===== config.mk =====
export PLATFORM = sky130hd
export DESIGN_NAME = quantized_top_k_class_select_flat
export DESIGN_NICKNAME = d
export VERILOG_FILES = /design/src/hw/rtl/qtks_pkg.sv /design/src/hw/rtl/qtks_if.sv /design/src/hw/rtl/qtks_insert.sv /design/src/hw/rtl/qtks_drain.sv /design/src/hw/rtl/quantized_top_k_class_select.sv /design/src/flat_wrapper.sv
export SDC_FILE = /design/constraint.sdc
export NUM_CORES = 1
export LEC_CHECK = 0
export CAP_MARGIN = 0
export CELL_PAD_IN_SITES_DETAIL_PLACEMENT = 0
export CELL_PAD_IN_SITES_GLOBAL_PLACEMENT = 2
export CORE_ASPECT_RATIO = 0.5
export CORE_MARGIN = 5
export CORE_UTILIZATION = 33
export CTS_BUF_LIST = sky130_fd_sc_hd__clkbuf_4 sky130_fd_sc_hd__clkbuf_8
export CTS_CLUSTER_DIAMETER = 200
export CTS_CLUSTER_SIZE = 12
export DETAILED_ROUTE_END_ITERATION = 6
export DONT_BUFFER_PORTS = 1
export PLACE_DENSITY = 0.7
export REMOVE_ABC_BUFFERS = 1
export SYNTH_ARGS = -nofsm -noshare
export SYNTH_HDL_FRONTEND = slang
export SYNTH_SLANG_ARGS = --single-unit

===== constraint.sdc =====
create_clock -name clock -period 7.63 [get_ports clock]
set_clock_uncertainty 0.05 [all_clocks]
set_input_delay 0.763 -clock clock [delete_from_list [all_inputs] [get_ports clock]]
set_output_delay 0.763 -clock clock [all_outputs]
set_load 0.02 [all_outputs]

===== src/hw/rtl/qtks_pkg.sv =====
`timescale 1ns / 1ps

package qtks_pkg;

   // Default sizing of the ranking list and the class stream
   localparam int TOP_COUNT_DEF   = 5;
   localparam int MAX_CLASSES_DEF = 2048;

   // Fixed field widths
   localparam int RAW_W   = 8;
   localparam int ZP_W    = 9;
   localparam int SCORE_W = 10;
   localparam int RANK_W  = 3;
   localparam int CLASS_W = 11;

   // Configuration port
   localparam int CSR_IDX_W  = 1;
   localparam int CSR_DATA_W = 9;

   typedef enum logic [CSR_IDX_W-1:0] {
      CSR_SCORE_FORMAT = 1'b0,
      CSR_ZERO_POINT   = 1'b1
   } csr_index_type;

   typedef logic signed [SCORE_W-1:0] score_type;
   typedef logic signed [ZP_W-1:0]    zp_offset_type;

endpackage


===== src/hw/rtl/qtks_if.sv =====
`timescale 1ns / 1ps

// Score stream: one raw byte per class, in class order
interface qtks_req_if;
   logic                          valid;
   logic                          ready;
   logic [qtks_pkg::RAW_W-1:0]    raw_score;
   logic                          final_class;

   modport source (output valid, raw_score, final_class, input ready);
   modport sink   (input valid, raw_score, final_class, output ready);
endinterface

// Ranked results, best first
interface qtks_rsp_if;
   logic                          valid;
   logic                          ready;
   logic [qtks_pkg::RANK_W-1:0]   rank;
   logic [qtks_pkg::CLASS_W-1:0]  class_index;
   logic signed [qtks_pkg::SCORE_W-1:0] centred_score;
   logic                          last_rank;

   modport source (output valid, rank, class_index, centred_score, last_rank, input ready);
   modport sink   (input valid, rank, class_index, centred_score, last_rank, output ready);
endinterface

// Register write channel
interface qtks_csr_if;
   logic                           valid;
   logic                           ready;
   logic [qtks_pkg::CSR_IDX_W-1:0]  index;
   logic [qtks_pkg::CSR_DATA_W-1:0] data;

   modport source (output valid, index, data, input ready);
   modport sink   (input valid, index, data, output ready);
endinterface


===== src/hw/rtl/qtks_insert.sv =====
`timescale 1ns / 1ps

module qtks_insert #(
   parameter int TOP_COUNT   = qtks_pkg::TOP_COUNT_DEF,
   parameter int MAX_CLASSES = qtks_pkg::MAX_CLASSES_DEF,
   localparam int IDX_W  = (MAX_CLASSES > 1) ? $clog2(MAX_CLASSES) : 1,
   localparam int CNT_W  = $clog2(MAX_CLASSES + 1),
   localparam int FILL_W = $clog2(TOP_COUNT + 1)
) (
   input  logic                      clock,
   input  logic                      reset,
   qtks_req_if.sink                  req,
   input  logic                      score_format,
   input  qtks_pkg::zp_offset_type   zp_offset,
   input  logic                      drain_free,
   output logic                      snap_load,
   output logic [FILL_W-1:0]         snap_fill,
   output logic [IDX_W-1:0]          snap_idx   [TOP_COUNT],
   output qtks_pkg::score_type       snap_score [TOP_COUNT]
);

   // Input register
   logic                     s1_valid_ff, s1_valid_in;
   logic                     s1_final_ff;
   qtks_pkg::score_type      s1_score_ff;
   logic                     advance;
   logic                     req_xfer;
   logic signed [qtks_pkg::ZP_W-1:0] raw_val;
   qtks_pkg::score_type      centred;

   // Ranking list
   logic [IDX_W-1:0]         idx_ff   [TOP_COUNT];
   qtks_pkg::score_type      score_ff [TOP_COUNT];
   logic [FILL_W-1:0]        fill_ff;
   logic [CNT_W-1:0]         cnt_ff;

   logic [IDX_W-1:0]         idx_new   [TOP_COUNT];
   qtks_pkg::score_type      score_new [TOP_COUNT];
   logic [FILL_W-1:0]        fill_new;
   logic [TOP_COUNT-1:0]     keep;
   logic                     take;
   logic                     sorted_ok;

   // Accept while the input register is empty or moves on this cycle
   assign advance   = s1_valid_ff && (!s1_final_ff || drain_free);
   assign req.ready = !s1_valid_ff || advance;
   assign req_xfer  = req.valid && req.ready;
   assign s1_valid_in = req_xfer || (s1_valid_ff && !advance);

   // Center the raw byte on the zero point
   always_comb begin
      if (score_format) begin
         raw_val = {req.raw_score[qtks_pkg::RAW_W-1], req.raw_score};
      end else begin
         raw_val = {1'b0, req.raw_score};
      end
      centred = qtks_pkg::score_type'(raw_val) - qtks_pkg::score_type'(zp_offset);
   end

   always_ff @(posedge clock) begin
      if (reset) begin
         s1_valid_ff <= 1'b0;
      end else begin
         s1_valid_ff <= s1_valid_in;
      end
      if (req_xfer) begin
         s1_score_ff <= centred;
         s1_final_ff <= req.final_class;
      end
   end

   // Compare against every slot at once; an equal score keeps its place
   assign take = cnt_ff < CNT_W'(MAX_CLASSES);

   always_comb begin
      for (int j = 0; j < TOP_COUNT; j++) begin
         keep[j] = (FILL_W'(j) < fill_ff) && (score_ff[j] >= s1_score_ff);
      end
      for (int j = 0; j < TOP_COUNT; j++) begin
         if (!take || keep[j]) begin
            idx_new[j]   = idx_ff[j];
            score_new[j] = score_ff[j];
         end else if (j == 0 || keep[(j > 0) ? j - 1 : 0]) begin
            idx_new[j]   = cnt_ff[IDX_W-1:0];
            score_new[j] = s1_score_ff;
         end else begin
            idx_new[j]   = idx_ff[(j > 0) ? j - 1 : 0];
            score_new[j] = score_ff[(j > 0) ? j - 1 : 0];
         end
      end
      if (take && !keep[TOP_COUNT-1] && fill_ff < FILL_W'(TOP_COUNT)) begin
         fill_new = fill_ff + 1'b1;
      end else begin
         fill_new = fill_ff;
      end
   end

   // Hand the finished list to the drain side
   assign snap_load  = advance && s1_final_ff;
   assign snap_fill  = fill_new;
   assign snap_idx   = idx_new;
   assign snap_score = score_new;

   // Advance the list; clear it when a run ends
   always_ff @(posedge clock) begin
      if (reset) begin
         fill_ff <= '0;
         cnt_ff  <= '0;
      end else if (advance) begin
         if (s1_final_ff) begin
            fill_ff <= '0;
            cnt_ff  <= '0;
         end else begin
            fill_ff <= fill_new;
            if (take) begin
               cnt_ff <= cnt_ff + 1'b1;
            end
         end
      end
   end

   always_ff @(posedge clock) begin
      if (advance && !s1_final_ff) begin
         idx_ff   <= idx_new;
         score_ff <= score_new;
      end
   end

   always_comb begin
      sorted_ok = 1'b1;
      for (int j = 1; j < TOP_COUNT; j++) begin
         if (FILL_W'(j) < fill_ff && score_ff[j] > score_ff[j-1]) begin
            sorted_ok = 1'b0;
         end
      end
   end

   a_fill_bound: assert property (@(posedge clock) disable iff (reset)
      fill_ff <= FILL_W'(TOP_COUNT))
      else $error("ranking list overfilled");

   a_sorted: assert property (@(posedge clock) disable iff (reset)
      sorted_ok)
      else $error("ranking list out of order");

   a_fill_vs_count: assert property (@(posedge clock) disable iff (reset)
      CNT_W'(fill_ff) <= cnt_ff)
      else $error("more entries than classes seen");

   a_final_waits: assert property (@(posedge clock) disable iff (reset)
      (s1_valid_ff && s1_final_ff && !drain_free) |=> s1_valid_ff)
      else $error("final score dropped while results drain");

endmodule


===== src/hw/rtl/qtks_drain.sv =====
`timescale 1ns / 1ps

module qtks_drain #(
   parameter int TOP_COUNT   = qtks_pkg::TOP_COUNT_DEF,
   parameter int MAX_CLASSES = qtks_pkg::MAX_CLASSES_DEF,
   localparam int IDX_W  = (MAX_CLASSES > 1) ? $clog2(MAX_CLASSES) : 1,
   localparam int FILL_W = $clog2(TOP_COUNT + 1),
   localparam int SLOT_W = (TOP_COUNT > 1) ? $clog2(TOP_COUNT) : 1
) (
   input  logic                  clock,
   input  logic                  reset,
   input  logic                  snap_load,
   input  logic [FILL_W-1:0]     snap_fill,
   input  logic [IDX_W-1:0]      snap_idx   [TOP_COUNT],
   input  qtks_pkg::score_type   snap_score [TOP_COUNT],
   output logic                  drain_free,
   qtks_rsp_if.source            rsp
);

   localparam int RankW  = qtks_pkg::RANK_W;
   localparam int ClassW = qtks_pkg::CLASS_W;

   logic [IDX_W-1:0]        idx_ff   [TOP_COUNT];
   qtks_pkg::score_type     score_ff [TOP_COUNT];
   logic [FILL_W-1:0]       fill_ff;
   logic [FILL_W-1:0]       ptr_ff;
   logic [FILL_W-1:0]       ptr_next;
   logic                    rsp_xfer;
   logic                    last;

   // Walk the held list one result per transfer
   assign ptr_next = ptr_ff + 1'b1;
   assign last     = ptr_next == fill_ff;
   assign rsp.valid = ptr_ff < fill_ff;
   assign rsp_xfer  = rsp.valid && rsp.ready;
   assign drain_free = !rsp.valid || (rsp_xfer && last);

   assign rsp.rank          = RankW'(ptr_ff);
   assign rsp.class_index   = ClassW'(idx_ff[ptr_ff[SLOT_W-1:0]]);
   assign rsp.centred_score = score_ff[ptr_ff[SLOT_W-1:0]];
   assign rsp.last_rank     = last;

   always_ff @(posedge clock) begin
      if (reset) begin
         fill_ff <= '0;
         ptr_ff  <= '0;
      end else if (snap_load) begin
         fill_ff <= snap_fill;
         ptr_ff  <= '0;
      end else if (rsp_xfer) begin
         ptr_ff <= ptr_next;
      end
   end

   always_ff @(posedge clock) begin
      if (snap_load) begin
         idx_ff   <= snap_idx;
         score_ff <= snap_score;
      end
   end

   a_load_when_free: assert property (@(posedge clock) disable iff (reset)
      snap_load |-> drain_free)
      else $error("result list overwritten before drained");

   a_ptr_bound: assert property (@(posedge clock) disable iff (reset)
      ptr_ff <= fill_ff)
      else $error("result pointer past list");

   a_last_ends: assert property (@(posedge clock) disable iff (reset)
      (rsp_xfer && last && !snap_load) |=> !rsp.valid)
      else $error("results continue after last rank");

endmodule


===== src/hw/rtl/quantized_top_k_class_select.sv =====
`timescale 1ns / 1ps

// Top-k class selection over a stream of quantized classifier scores.
// Send one raw score byte per class, in class order, and mark the last one
// with final_class. Each byte is read as uint8 or int8 (score_format) and
// centred by subtracting the zero point register; the TOP_COUNT best classes
// are kept sorted, the lower class index winning a tie. Scores beyond
// MAX_CLASSES in a run are ignored. After the final score the list comes out
// best first, one result per cycle while ready is high, with last_rank on
// the final one; a run with fewer scores than TOP_COUNT yields only that many
// results. The block takes one score per cycle unless a final score waits:
// an input register feeds a single compare-and-shift step over all list
// slots in parallel. The list moves to the drain registers as the final
// score leaves. The next run's scores are taken while results drain; its
// final score waits in the input register until the previous run's last
// result has been transferred. Write registers only while the block is idle.
module quantized_top_k_class_select #(
   parameter int TOP_COUNT   = qtks_pkg::TOP_COUNT_DEF,
   parameter int MAX_CLASSES = qtks_pkg::MAX_CLASSES_DEF
) (
   input  logic          clock,
   input  logic          reset,
   qtks_req_if.sink      req_chan,
   qtks_rsp_if.source    rsp_chan,
   qtks_csr_if.sink      csr_chan
);

   localparam int IDX_W  = (MAX_CLASSES > 1) ? $clog2(MAX_CLASSES) : 1;
   localparam int FILL_W = $clog2(TOP_COUNT + 1);

   logic                      fmt_ff;
   qtks_pkg::zp_offset_type   zp_ff;
   logic                      csr_xfer;

   logic                      drain_free;
   logic                      snap_load;
   logic [FILL_W-1:0]         snap_fill;
   logic [IDX_W-1:0]          snap_idx   [TOP_COUNT];
   qtks_pkg::score_type       snap_score [TOP_COUNT];

   // Configuration registers
   assign csr_chan.ready = 1'b1;
   assign csr_xfer = csr_chan.valid && csr_chan.ready;

   always_ff @(posedge clock) begin
      if (reset) begin
         fmt_ff <= 1'b0;
         zp_ff  <= '0;
      end else if (csr_xfer) begin
         unique case (qtks_pkg::csr_index_type'(csr_chan.index))
            qtks_pkg::CSR_SCORE_FORMAT: fmt_ff <= csr_chan.data[0];
            qtks_pkg::CSR_ZERO_POINT:   zp_ff  <= csr_chan.data;
            default: ;
         endcase
      end
   end

   qtks_insert #(
      .TOP_COUNT   (TOP_COUNT),
      .MAX_CLASSES (MAX_CLASSES)
   ) u_insert (
      .clock        (clock),
      .reset        (reset),
      .req          (req_chan),
      .score_format (fmt_ff),
      .zp_offset    (zp_ff),
      .drain_free   (drain_free),
      .snap_load    (snap_load),
      .snap_fill    (snap_fill),
      .snap_idx     (snap_idx),
      .snap_score   (snap_score)
   );

   qtks_drain #(
      .TOP_COUNT   (TOP_COUNT),
      .MAX_CLASSES (MAX_CLASSES)
   ) u_drain (
      .clock      (clock),
      .reset      (reset),
      .snap_load  (snap_load),
      .snap_fill  (snap_fill),
      .snap_idx   (snap_idx),
      .snap_score (snap_score),
      .drain_free (drain_free),
      .rsp        (rsp_chan)
   );

endmodule

===== src/flat_wrapper.sv =====
// flat-port wrapper written by rule: the top's interface ports become plain ports
module quantized_top_k_class_select_flat 
#(
   parameter int TOP_COUNT   = qtks_pkg::TOP_COUNT_DEF,
   parameter int MAX_CLASSES = qtks_pkg::MAX_CLASSES_DEF
)
  (clock, reset, req_chan_valid, req_chan_raw_score, req_chan_final_class, req_chan_ready, rsp_chan_valid, rsp_chan_rank, rsp_chan_class_index, rsp_chan_centred_score, rsp_chan_last_rank, rsp_chan_ready, csr_chan_valid, csr_chan_index, csr_chan_data, csr_chan_ready);
  qtks_req_if req_chan_i ();
  qtks_rsp_if rsp_chan_i ();
  qtks_csr_if csr_chan_i ();
  input  logic clock;
  input  logic reset;
  input wire logic [$bits(req_chan_i.valid)-1:0] req_chan_valid;
  input wire logic [$bits(req_chan_i.raw_score)-1:0] req_chan_raw_score;
  input wire logic [$bits(req_chan_i.final_class)-1:0] req_chan_final_class;
  output wire logic [$bits(req_chan_i.ready)-1:0] req_chan_ready;
  output wire logic [$bits(rsp_chan_i.valid)-1:0] rsp_chan_valid;
  output wire logic [$bits(rsp_chan_i.rank)-1:0] rsp_chan_rank;
  output wire logic [$bits(rsp_chan_i.class_index)-1:0] rsp_chan_class_index;
  output wire logic [$bits(rsp_chan_i.centred_score)-1:0] rsp_chan_centred_score;
  output wire logic [$bits(rsp_chan_i.last_rank)-1:0] rsp_chan_last_rank;
  input wire logic [$bits(rsp_chan_i.ready)-1:0] rsp_chan_ready;
  input wire logic [$bits(csr_chan_i.valid)-1:0] csr_chan_valid;
  input wire logic [$bits(csr_chan_i.index)-1:0] csr_chan_index;
  input wire logic [$bits(csr_chan_i.data)-1:0] csr_chan_data;
  output wire logic [$bits(csr_chan_i.ready)-1:0] csr_chan_ready;
  assign req_chan_i.valid = req_chan_valid;
  assign req_chan_i.raw_score = req_chan_raw_score;
  assign req_chan_i.final_class = req_chan_final_class;
  assign req_chan_ready = req_chan_i.ready;
  assign rsp_chan_valid = rsp_chan_i.valid;
  assign rsp_chan_rank = rsp_chan_i.rank;
  assign rsp_chan_class_index = rsp_chan_i.class_index;
  assign rsp_chan_centred_score = rsp_chan_i.centred_score;
  assign rsp_chan_last_rank = rsp_chan_i.last_rank;
  assign rsp_chan_i.ready = rsp_chan_ready;
  assign csr_chan_i.valid = csr_chan_valid;
  assign csr_chan_i.index = csr_chan_index;
  assign csr_chan_i.data = csr_chan_data;
  assign csr_chan_ready = csr_chan_i.ready;
  quantized_top_k_class_select #(.TOP_COUNT(TOP_COUNT), .MAX_CLASSES(MAX_CLASSES)) u_core (.clock(clock), .reset(reset), .req_chan(req_chan_i), .rsp_chan(rsp_chan_i), .csr_chan(csr_chan_i));
endmodule

* Word level (Yosys, flattened, before mapping) *
Cells that the tools add are included.

word-level totals
  bits in registers = 253
  input port bits = 24
  output and inout port bits = 28
  word-level logic and storage cells = 113

operators by class
  $add $sub $neg = 4
  order comparisons = 14
  eq/ne operators = 1
  muxes and demuxes = 29
  bitwise gates (word level) = 2
  reductions and logical operators = 34

operator list
  operator                                                    number
  2-to-1 mux 11 bit                                           11
  2-to-1 mux 10 bit                                           11
  >= comparator 10 bit                                        5
  binary-select mux 11 bit (select 3 bit)                     1
  binary-select mux 10 bit (select 3 bit)                     1
  2-to-1 mux 12 bit                                           2
  logical AND 1 bit                                           14
  adder 12 x 1 -> 12 bit (second input constant)              1
  less-than comparator 12 bit (second input constant)         1
  subtractor 9 x 9 -> 10 bit                                  1
  logical OR 1 bit                                            9
  2-to-1 mux 9 bit                                            1
  adder 3 x 1 -> 3 bit (second input constant)                2
  zero test 1 bit                                             6
  less-than comparator 1 x 3 -> 1 bit (first input constant)  2
  less-than comparator 2 x 3 -> 1 bit (first input constant)  2
  2-to-1 mux 3 bit                                            2
  AND reduction 2 bit                                         3
  >= comparator 4 bit (second input constant)                 1
  NOT 3 -> 4 bit                                              1
  equality test 3 bit                                         1
  less-than comparator 3 bit                                  1
  less-than comparator 3 bit (first input constant)           1
  less-than comparator 3 bit (second input constant)          1
  other kinds (3)                                             3

* Logic depth before layout (Yosys ltp) *
Gate-level depths: netlist (run 1).

  depth in word-level cells = 9
  depth in mapped cells = 11
  mapped depth without buffers = 8

* By module *
A second synthesis (run 1) with hierarchy kept.

second synthesis, totals
  cells, all modules = 1015
  area total of the unflattened synthesis = 13146.4 sq um

modules (own cells, without submodules)
  module                        times used  cells each  area an instance (sq um)  seq. area each (sq um)
  qtks_insert                   1           726         8294.2                    3803.6
  qtks_drain                    1           241         4371.7                    3273.1
  quantized_top_k_class_select  1           48          480.5                     200.2

* Worst setup path before layout (run 1) *
OpenSTA, ideal clock, no wires.

  kind = register to register
  start point = register u_core.u_drain.ptr_ff[0], in the netlist u_core.u_drain.rsp.rank[0]
  end point = register u_core.u_drain.ptr_ff[2], in the netlist u_core.u_drain.rsp.rank[2]
  setup time = 0.115 ns
  arrival time = 5.547 ns
  required time = 7.465 ns
  slack = 1.918 ns
  cell stages (with the launch flop) = 12
  path buffers = 3
  period minus slack after synthesis = 5.712 ns
  cell sequence = dfxtp_1 > clkbuf_1 > inv_1 > ha_1 > nor2b_1 > o21ai_0 > and2_1 > clkbuf_1 > a21oi_2 > or2_2 > buf_4 > nor2_1

between the ends
  cells in the longest elaborated chain, start to end = 8
  elaborated cells between the ends (all ways) = 11
  those cells by class = add/sub: 1; order compare: 1; eq/ne: 1; reduce/logical: 8

RTL lines
  what                                  line                                source
  start: declaration                    qtks_drain.sv:26                    logic [FILL_W-1:0] ptr_ff;
  start signal: assignment              qtks_drain.sv:51                    ptr_ff <= ptr_next;
  adder 3 x 1 -> 3 bit                  qtks_drain.sv:32                    assign ptr_next = ptr_ff + 1'b1;
  named net u_core.u_drain.ptr_next[0]  qtks_drain.sv:27                    logic [FILL_W-1:0] ptr_next;
  equality test 3 bit                   qtks_drain.sv:33                    assign last = ptr_next == fill_ff;
  logical AND 1 bit                     qtks_drain.sv:36                    assign drain_free = !rsp.valid || (rsp_xfer && last);
  logical OR 1 bit                      qtks_drain.sv:36
  logical OR 1 bit                      qtks_insert.sv:45                   assign advance = s1_valid_ff && (!s1_final_ff || drain_free);
  logical AND 1 bit                     qtks_insert.sv:45
  logical AND 1 bit                     qtks_insert.sv:99                   assign snap_load = advance && s1_final_ff;
  named net u_core.snap_load            quantized_top_k_class_select.sv:36  logic snap_load;
  OR reduction 2 bit (no line)          n/a

The timed path passes the listed nets, and every way through them passes these cells.
A chain may end at the register's enable or synchronous reset.

* Worst setup path after layout (run 1) *
  start point = register u_core.u_drain.ptr_ff[0], in the netlist u_core.u_drain.rsp.rank[0]
  end point = register u_core.u_insert.cnt_ff[11]

between the ends
  cells in the longest elaborated chain, start to end = 7
  elaborated cells between the ends (all ways) = 10
  those cells by class = add/sub: 1; order compare: 1; eq/ne: 1; reduce/logical: 7

RTL lines
  what                                  line                source
  adder 3 x 1 -> 3 bit                  qtks_drain.sv:32
  named net u_core.u_drain.ptr_next[0]  qtks_drain.sv:27
  equality test 3 bit                   qtks_drain.sv:33
  logical AND 1 bit                     qtks_drain.sv:36
  logical OR 1 bit                      qtks_drain.sv:36
  logical OR 1 bit                      qtks_insert.sv:45
  logical AND 1 bit                     qtks_insert.sv:45
  AND reduction 2 bit (no line)         n/a
  end signal: assignment                qtks_insert.sv:116  cnt_ff <= cnt_ff + 1'b1;
  end: declaration                      qtks_insert.sv:35   logic [CNT_W-1:0] cnt_ff;

The timed path passes the listed nets, and every way through them passes these cells.

==> metrics, run 1 <==
Worst-Skew Late Latency=0.60 ns; Slew @ Worst Pin=~1.1 ns; Final Hold Fails=0; Wirelength per Cell=roughly 22 µm; fin. max-slew vios=0; Num CTS Buffers=25; top cell type's share of synthesized area=approximately 53%; run status=finished clean; Filler cells=3628; buffer levels on the longest clock path=3; first-pass GRT wire length=51.3 mm; ANT nets after route=0; fin cells=roughly 1600; Unique masters post-synth=56; highest clock rate=about 0.24 GHz; R2R Setup Slk=3.47 ns; post-synthesis adder-cell area fraction=6.60%; top cells by area, synth=edfxtp_1, mux2i_1, ha_1, mux2_2, dfxtp_1; leakage=approximately 4.6 nW; Final min period=4.16 ns; Post-Place Cells=about 1500; detailed placement HPWL=21.0 mm; GP Congestion=0.842; Worst Setup End Kind=flop; grt ovf=0; vias per inst=slightly above 5; initial antenna violation count=0; VDD IR max=between 0.1 and 0.15 mV; crit path max fanout=43; vias in the first global route=between 8000 and 9000; Seq/Total Area, Yosys=57.7%; H-tree depth=1; flops & latches, synth=253; synth-to-layout area growth=8.80%; row count=50; Slew HR=25.5%; first drt pass iteration count=5; clock root buffer=clkbuf_8; Initial Util=33.6%; largest family of logic cells by synthesized area=multiplexers; Layout Utilization=36.5%; overall power=2.85 mW; Yosys top cell by area=edfxtp_1; clk sinks=253; Max Cap Viol=0; hold_buf cts=0; Final period util=54.6%; WS Path Type=flop to flop; GRT Util Overall=15.6%; Main synth FF type=edfxtp_1; count leader, synth=edfxtp_1; Final Cell Area=13700 µm²; TritonCTS clock tree=built; Fin Hold WS=about 0.17 ns; # setup viols final=0; worst hold path class=input port to flop; CP max-delay cell=a21oi_4; Pwr per Cell Area=207 nW/µm²; Nets=~1100; total wire length=~34 mm; Worst path max stage delay=between 0.8 and 0.9 ns; I/O Buffers=0; vias post-DR=7955; post-CTS setup buffer count=0; WP data arrival=~4.6 ns; Synth Area in Simple Gates=8.17%; syn_area_per_cell=around 12 µm²; Die W=approximately 290 µm; Post-DP Area=13200 µm²; DR iter-0 viols=around 550; clock transition at the registers of the reported paths=about 0.090 ns; CP Buf/Inv Count=2; DR DRC count=0; Req. time, crit path=roughly 8.1 ns; largest net degree at the start of global routing=109; die height=148 µm; CP delay by family, top=simple AND/OR/NAND/NOR gates; post-synthesis xor/xnor area fraction=1.58%; Post-synth top cells=edfxtp_1, mux2i_1, o21ai_0, nor2_1, nand2_1; mux share of post-synthesis cell area=between 10% and 20%; post-route setup TNS=0 ns; CP cell instances=inv_1 -> ha_1 -> or4b_4 -> a21oi_4 -> buf_4 -> or2_2 -> nor2_1; Setup WS post-layout=3.47 ns; I/O pin count=between 50 and 60; Die ar.=42500 µm²; n_diodes=0; Cells after Synth=1036; Setup crit start kind=flop; Post-Syn Area=12600 µm²; Synth async-reset ratio=0%; complex-gate fraction of the synthesized area=10.3%; Yosys warnings=0; RSZ-0062 raised after global routing=no; number of flops mapped to enable cells by yosys=221; Core ar.=roughly 38000 µm²; dpl ws=3.37 ns; proportion of layout cells with a drive suffix above 1=13.7%; Post-CTS Resized=0
==> cell type report <==
type	count	area, µm²	share of cell area [%]
inverters	42	163	1.18
clock inverters	2	22.5	0.164
clock buffers	44	487	3.55
repair buffers	17	128	0.930
flip-flops and latches	253	7280	53.0
multi-input cells	680	5000	36.4
well taps	520	651	4.74
==> worst paths after layout <==
check                                           startpoint                         end  cells after the start
worst max-delay path            u_core.u_drain.rsp.rank[0]  u_core.u_insert.cnt_ff[11]                      7
worst min-delay path                                 reset             u_core.zp_ff[6]                      1
worst max register to register  u_core.u_drain.rsp.rank[0]  u_core.u_insert.cnt_ff[11]                      7
worst min register to register             u_core.zp_ff[5]             u_core.zp_ff[5]                      2
==> kinds of logic after synthesis <==
| family | count (synthesis) |
|---|---|
| other | 1 |
| muxes | 148 |
| buffers and inverters | 103 |
| AOI/OAI and AO/OA | 217 |
| xor gates and xnor gates | 21 |
| and+or+nand+nor | 227 |
| adders and majority gates | 66 |
| DFF | 253 |
==> routing by layer <==
metal	track usage, %	vias to the layer above	share of wire (%)	wire (µm)
li1	-	3836	-	-
met1	22.3	3934	49	16400
met2	25.5	152	46	15300
met3	2.88	33	4.3	1450
met4	2.44	0	1.4	454
met5	0	-	0	0
==> state kept, by name, summed over array words and instances (netlist names) <==
name	flops
u_core.u_insert.s1_final_ff	1
u_core.u_insert.idx_ff	55
u_core.u_drain.idx_ff	55
u_core.fmt_ff	1
u_core.u_insert.cnt_ff	12
u_core.u_insert.s1_score_ff	10
u_core.u_insert.score_ff	50
u_core.zp_ff	9
u_core.u_insert.s1_valid_ff	1
u_core.u_drain.score_ff	50
u_core.u_drain.fill_ff	3
u_core.u_insert.fill_ff	3
u_core.u_drain.rsp.rank	3
==> worst register-to-register path, delay by kind of cell (launching register included) <==
| family | cells | cell delay (ns) |
|---|---|---|
| AND/OR/NAND/NOR | 3 | 1.06 |
| buffers and inverters | 2 | 0.89 |
| AO/OA/AOI/OAI | 1 | 0.85 |
| flip-flops | 1 | 0.82 |
| adder cells (fa/ha/maj) | 1 | 0.38 |
==> power by group <==
group	switching (mW)	leakage (nW)	total, mW	internal [mW]
Combinational	0.215	2.04	0.336	0.121
Sequential	0.0443	2.30	1.62	1.57
Clock	0.487	0.279	0.892	0.405
==> cell usage in the layout, fill, tap and decap left out, types with 6 or more instances in the layout <==
master    count
a211oi_1      8
a21oi_1      46
a31oi_1      24
buf_4        17
clkbuf_4     19
clkbuf_8     25
dfxtp_1      29
edfxtp_1    221
ha_1         65
inv_1        41
mux2_2       61
mux2i_1      87
nand2_1      66
nand2b_1      8
nand3_1      37
nand4_1       6
nor2_1       72
nor2b_1       9
nor3_1        7
o21ai_0      82
o22ai_1      21
xnor2_1       8
xor2_1       12
(Power assumes the default switching activity.)
==> run 2, diff against run 1 <==
--- a/config.mk
+++ b/config.mk
@@ -16,7 +16,7 @@
 export CTS_CLUSTER_SIZE = 12
 export DETAILED_ROUTE_END_ITERATION = 6
 export DONT_BUFFER_PORTS = 1
-export PLACE_DENSITY = 0.7
+export PLACE_DENSITY = 0.72
 export REMOVE_ABC_BUFFERS = 1
 export SYNTH_ARGS = -nofsm -noshare
 export SYNTH_HDL_FRONTEND = slang
==> constraint.sdc (replaced) <==
create_clock -name clock -period 3.4 [get_ports clock]
set_clock_uncertainty 0.05 [all_clocks]
set_input_delay 0.34 -clock clock [delete_from_list [all_inputs] [get_ports clock]]
set_output_delay 0.34 -clock clock [all_outputs]
set_load 0.02 [all_outputs]
==> run 2 against run 1 <==
Critical path depth up 4. Power up 130%. Via count is 5.2% higher. Sequential power increased by 120%. Non-clock buffer count is 83 higher. Largest cell class unchanged. Combinational power rose to 2.7 times the previous value. Sequential share of layout area fell by 2.7 points. Sequential cell count unchanged. Hold slack lost 0.11 ns. Count of clock-buffer cells in the layout unchanged. Clock power is 130% higher. Setup slack got worse by 3.2 ns. Largest power group unchanged.
==> metrics, run 2 (same netlist as run 1, synthesis figures left out) <==
run status=finished clean (unchanged); CP Buf/Inv Count=4 (was 2); fin. max-slew vios=0 (unchanged); vias post-DR=8365 (was 7955); WS Path Type=flop to flop (unchanged); Die W=287 µm (unchanged); Setup crit start kind=flop (unchanged); Worst-Skew Late Latency=0.60 ns (about the same); hold path start=req_chan_raw_score[6] (was reset); GRT Util Overall=15.6% (about the same); largest net degree at the start of global routing=49 (was 109); Final min period=3.16 ns (was 4.16 ns); first-pass GRT wire length=51.4 mm (was 51.3 mm); vias in the first global route=8476 (was 8276); GP Congestion=0.853 (was 0.842); Max Cap Viol=0 (unchanged); worst hold path class=input port to flop (unchanged); RR Startpoint=u_core.u_insert.s1_score_ff[7] (was u_core.u_drain.rsp.rank[0]); Slew @ Worst Pin=1.05 ns (was 1.12 ns); R2R cell count=11 (was 7); CP delay by family, top=buffers and inverters (was simple AND/OR/NAND/NOR gates); die height=148 µm (unchanged); Min-Delay Path Depth=2 (was 1); FF-to-FF End=u_core.u_drain.score_ff[19] (was u_core.u_insert.cnt_ff[11]); crit path max fanout=8 (was 43); Top Metal Used=met5 (was met4); Initial Util=33.6% (unchanged); Num CTS Buffers=25 (unchanged); buffer levels on the longest clock path=3 (unchanged); leakage=5.01 nW (was 4.62 nW); total wire length=33.7 mm (was 33.6 mm); Worst path max stage delay=0.47 ns (was 0.85 ns); I/O Buffers=0 (unchanged); CP max-delay cell=nor4b_1 (was a21oi_4); Core ar.=37600 µm² (unchanged); Pwr per Cell Area=452 nW/µm² (was 207 nW/µm²); I/O pin count=52 (unchanged); Setup WS post-layout=0.245 ns (was 3.47 ns); dpl ws=0.226 ns (was 3.37 ns); initial antenna violation count=1 (was 0); TritonCTS clock tree=built (unchanged); ANT nets after route=0 (unchanged); Layout Utilization=38.5% (was 36.5%); most frequent cells in the layout=edfxtp_1, mux2i_1, o21ai_0, nor2_1, buf_4 (was edfxtp_1, mux2i_1, o21ai_0, nor2_1, nand2_1); clk sinks=253 (unchanged); clock transition at the registers of the reported paths=0.10 ns (was 0.09 ns); grt ovf=0 (unchanged); detailed placement HPWL=22.5 mm (was 21.0 mm); synth-to-layout area growth=14.6% (was 8.80%); leading cell type in the layout, fill and taps excluded=edfxtp_1 (unchanged); Nets=1192 (was 1109); Post-CTS Resized=0 (unchanged); DR iter-0 viols=474 (was 552); Req. time, crit path=3.73 ns (was 8.05 ns); first drt pass iteration count=5 (unchanged); proportion of layout cells with a drive suffix above 1=17.9% (was 13.7%); DR DRC count=0 (unchanged); Final Hold Fails=0 (unchanged); clock root buffer=clkbuf_8 (unchanged); row count=50 (unchanged); R2R Setup Slk=0.24 ns (was 3.47 ns); H-tree depth=1 (unchanged); DR WL met2=15.9 mm (was 15.3 mm); # setup viols final=0 (unchanged); VDD IR max=0.263 mV (was 0.109 mV); metal3 WL=1.70 mm (was 1.45 mm); WP data arrival=3.48 ns (was 4.59 ns); Worst Setup End Kind=flop (unchanged); Slew HR=30.1% (was 25.5%); Die ar.=42500 µm² (unchanged); vias per inst=5.09 (was 5.11); RSZ-0062 raised after global routing=no (unchanged); Worst Hold Path EP=u_core.u_insert.s1_score_ff[6] (was u_core.zp_ff[6]); Wirelength per Cell=20.5 µm (was 21.6 µm); M1 WL=15.6 mm (was 16.4 mm); CP cell instances=inv_1 -> buf_4 -> ha_1 -> a21oi_1 -> nor4b_1 -> buf_4 -> o211ai_1 -> and2_1 -> buf_4 -> mux2i_1 -> o21ai_0 (was inv_1 -> ha_1 -> or4b_4 -> a21oi_4 -> buf_4 -> or2_2 -> nor2_1); Final period util=92.8% (was 54.6%); largest registers=u_core.u_drain.idx_ff x55, u_core.u_insert.idx_ff x55 (unchanged); most frequent CP cell=buf_4; highest clock rate=0.317 GHz (was 0.240 GHz)
[run 2: worst register-to-register path, delay by kind of cell, from the launching register on]
family,cells,cell delay (ns)
simple gates,2,0.67
flops,1,0.44
compound gates,3,0.65
mux,1,0.14
fa+ha+maj,1,0.33
buf+inv,4,0.67
[run 2: layout make-up]
cell class | instances | area, µm²
inverters | 42 | 160
multi-input cells | 680 | 4990
clock buffers | 44 | 487
repair buffers | 100 | 871
flip-flops and latches | 253 | 7280
diodes | 1 | 2.50
clock inverters | 2 | 22.5
well taps | 520 | 651
fillers | 3639 | 23100
[run 2: what timing repair did]
item	4_1_cts	5_1_grt
setup endpoints to repair	0	0
hold buffers	23	0
hold endpoints to repair	23	0
buffers inserted	0	0
[run 2: metrics by stage]
| step | TNS (ns) | total power, mW | hold slack [ns] | instance area [µm²] | instances |
|---|---|---|---|---|---|
| after floorplan | -439.78 | 4.22 | 0.359 | 12400 | 975 |
| after global routing | 0 | 6.82 | 0.0243 | 14500 | 1641 |
| final | 0 | 6.54 | 0.0635 | 14500 | 1642 |
| after global placement | 0 | 4.56 | 0.364 | 13700 | 1572 |
| after CTS | 0 | 6.61 | 0.0196 | 14500 | 1641 |
| after detailed placement | 0 | 4.57 | 0.365 | 13700 | 1572 |
[run 2: worst max path at each step]
stage | startpoint | to | slack, ns | depth (start not counted)
4_1_cts | u_core.u_insert.s1_score_ff[7] | u_core.u_drain.score_ff[19] | 0.21 | 11
3_3_place_gp | u_core.u_insert.s1_score_ff[7] | u_core.u_drain.score_ff[13] | 0.26 | 11
5_1_grt | u_core.u_insert.s1_score_ff[7] | u_core.u_drain.idx_ff[18] | 0.02 | 11
6_report | u_core.u_insert.s1_score_ff[7] | u_core.u_drain.score_ff[19] | 0.24 | 11
3_5_place_dp | u_core.u_insert.s1_score_ff[7] | u_core.u_drain.score_ff[19] | 0.23 | 11
2_1_floorplan | u_core.u_drain.rsp.rank[0] | u_core.u_drain.rsp.rank[0] | -3.13 | 8
[run 2: per-layer routing]
metal,vias up,global-route usage [%]
li1,4004,-
met4,2,2.74
met1,4138,21.2
met2,178,26.7
met3,43,2.68
met5,-,0
[run 2: power by group]
| group | total [mW] | leakage, nW | internal, mW | switching [mW] |
|---|---|---|---|---|
| clock network | 2.03 | 0.279 | 0.910 | 1.12 |
| logic | 0.919 | 2.43 | 0.377 | 0.543 |
| registers | 3.60 | 2.30 | 3.53 | 0.0699 |
| total | 6.54 | 5.01 | 4.81 | 1.73 |
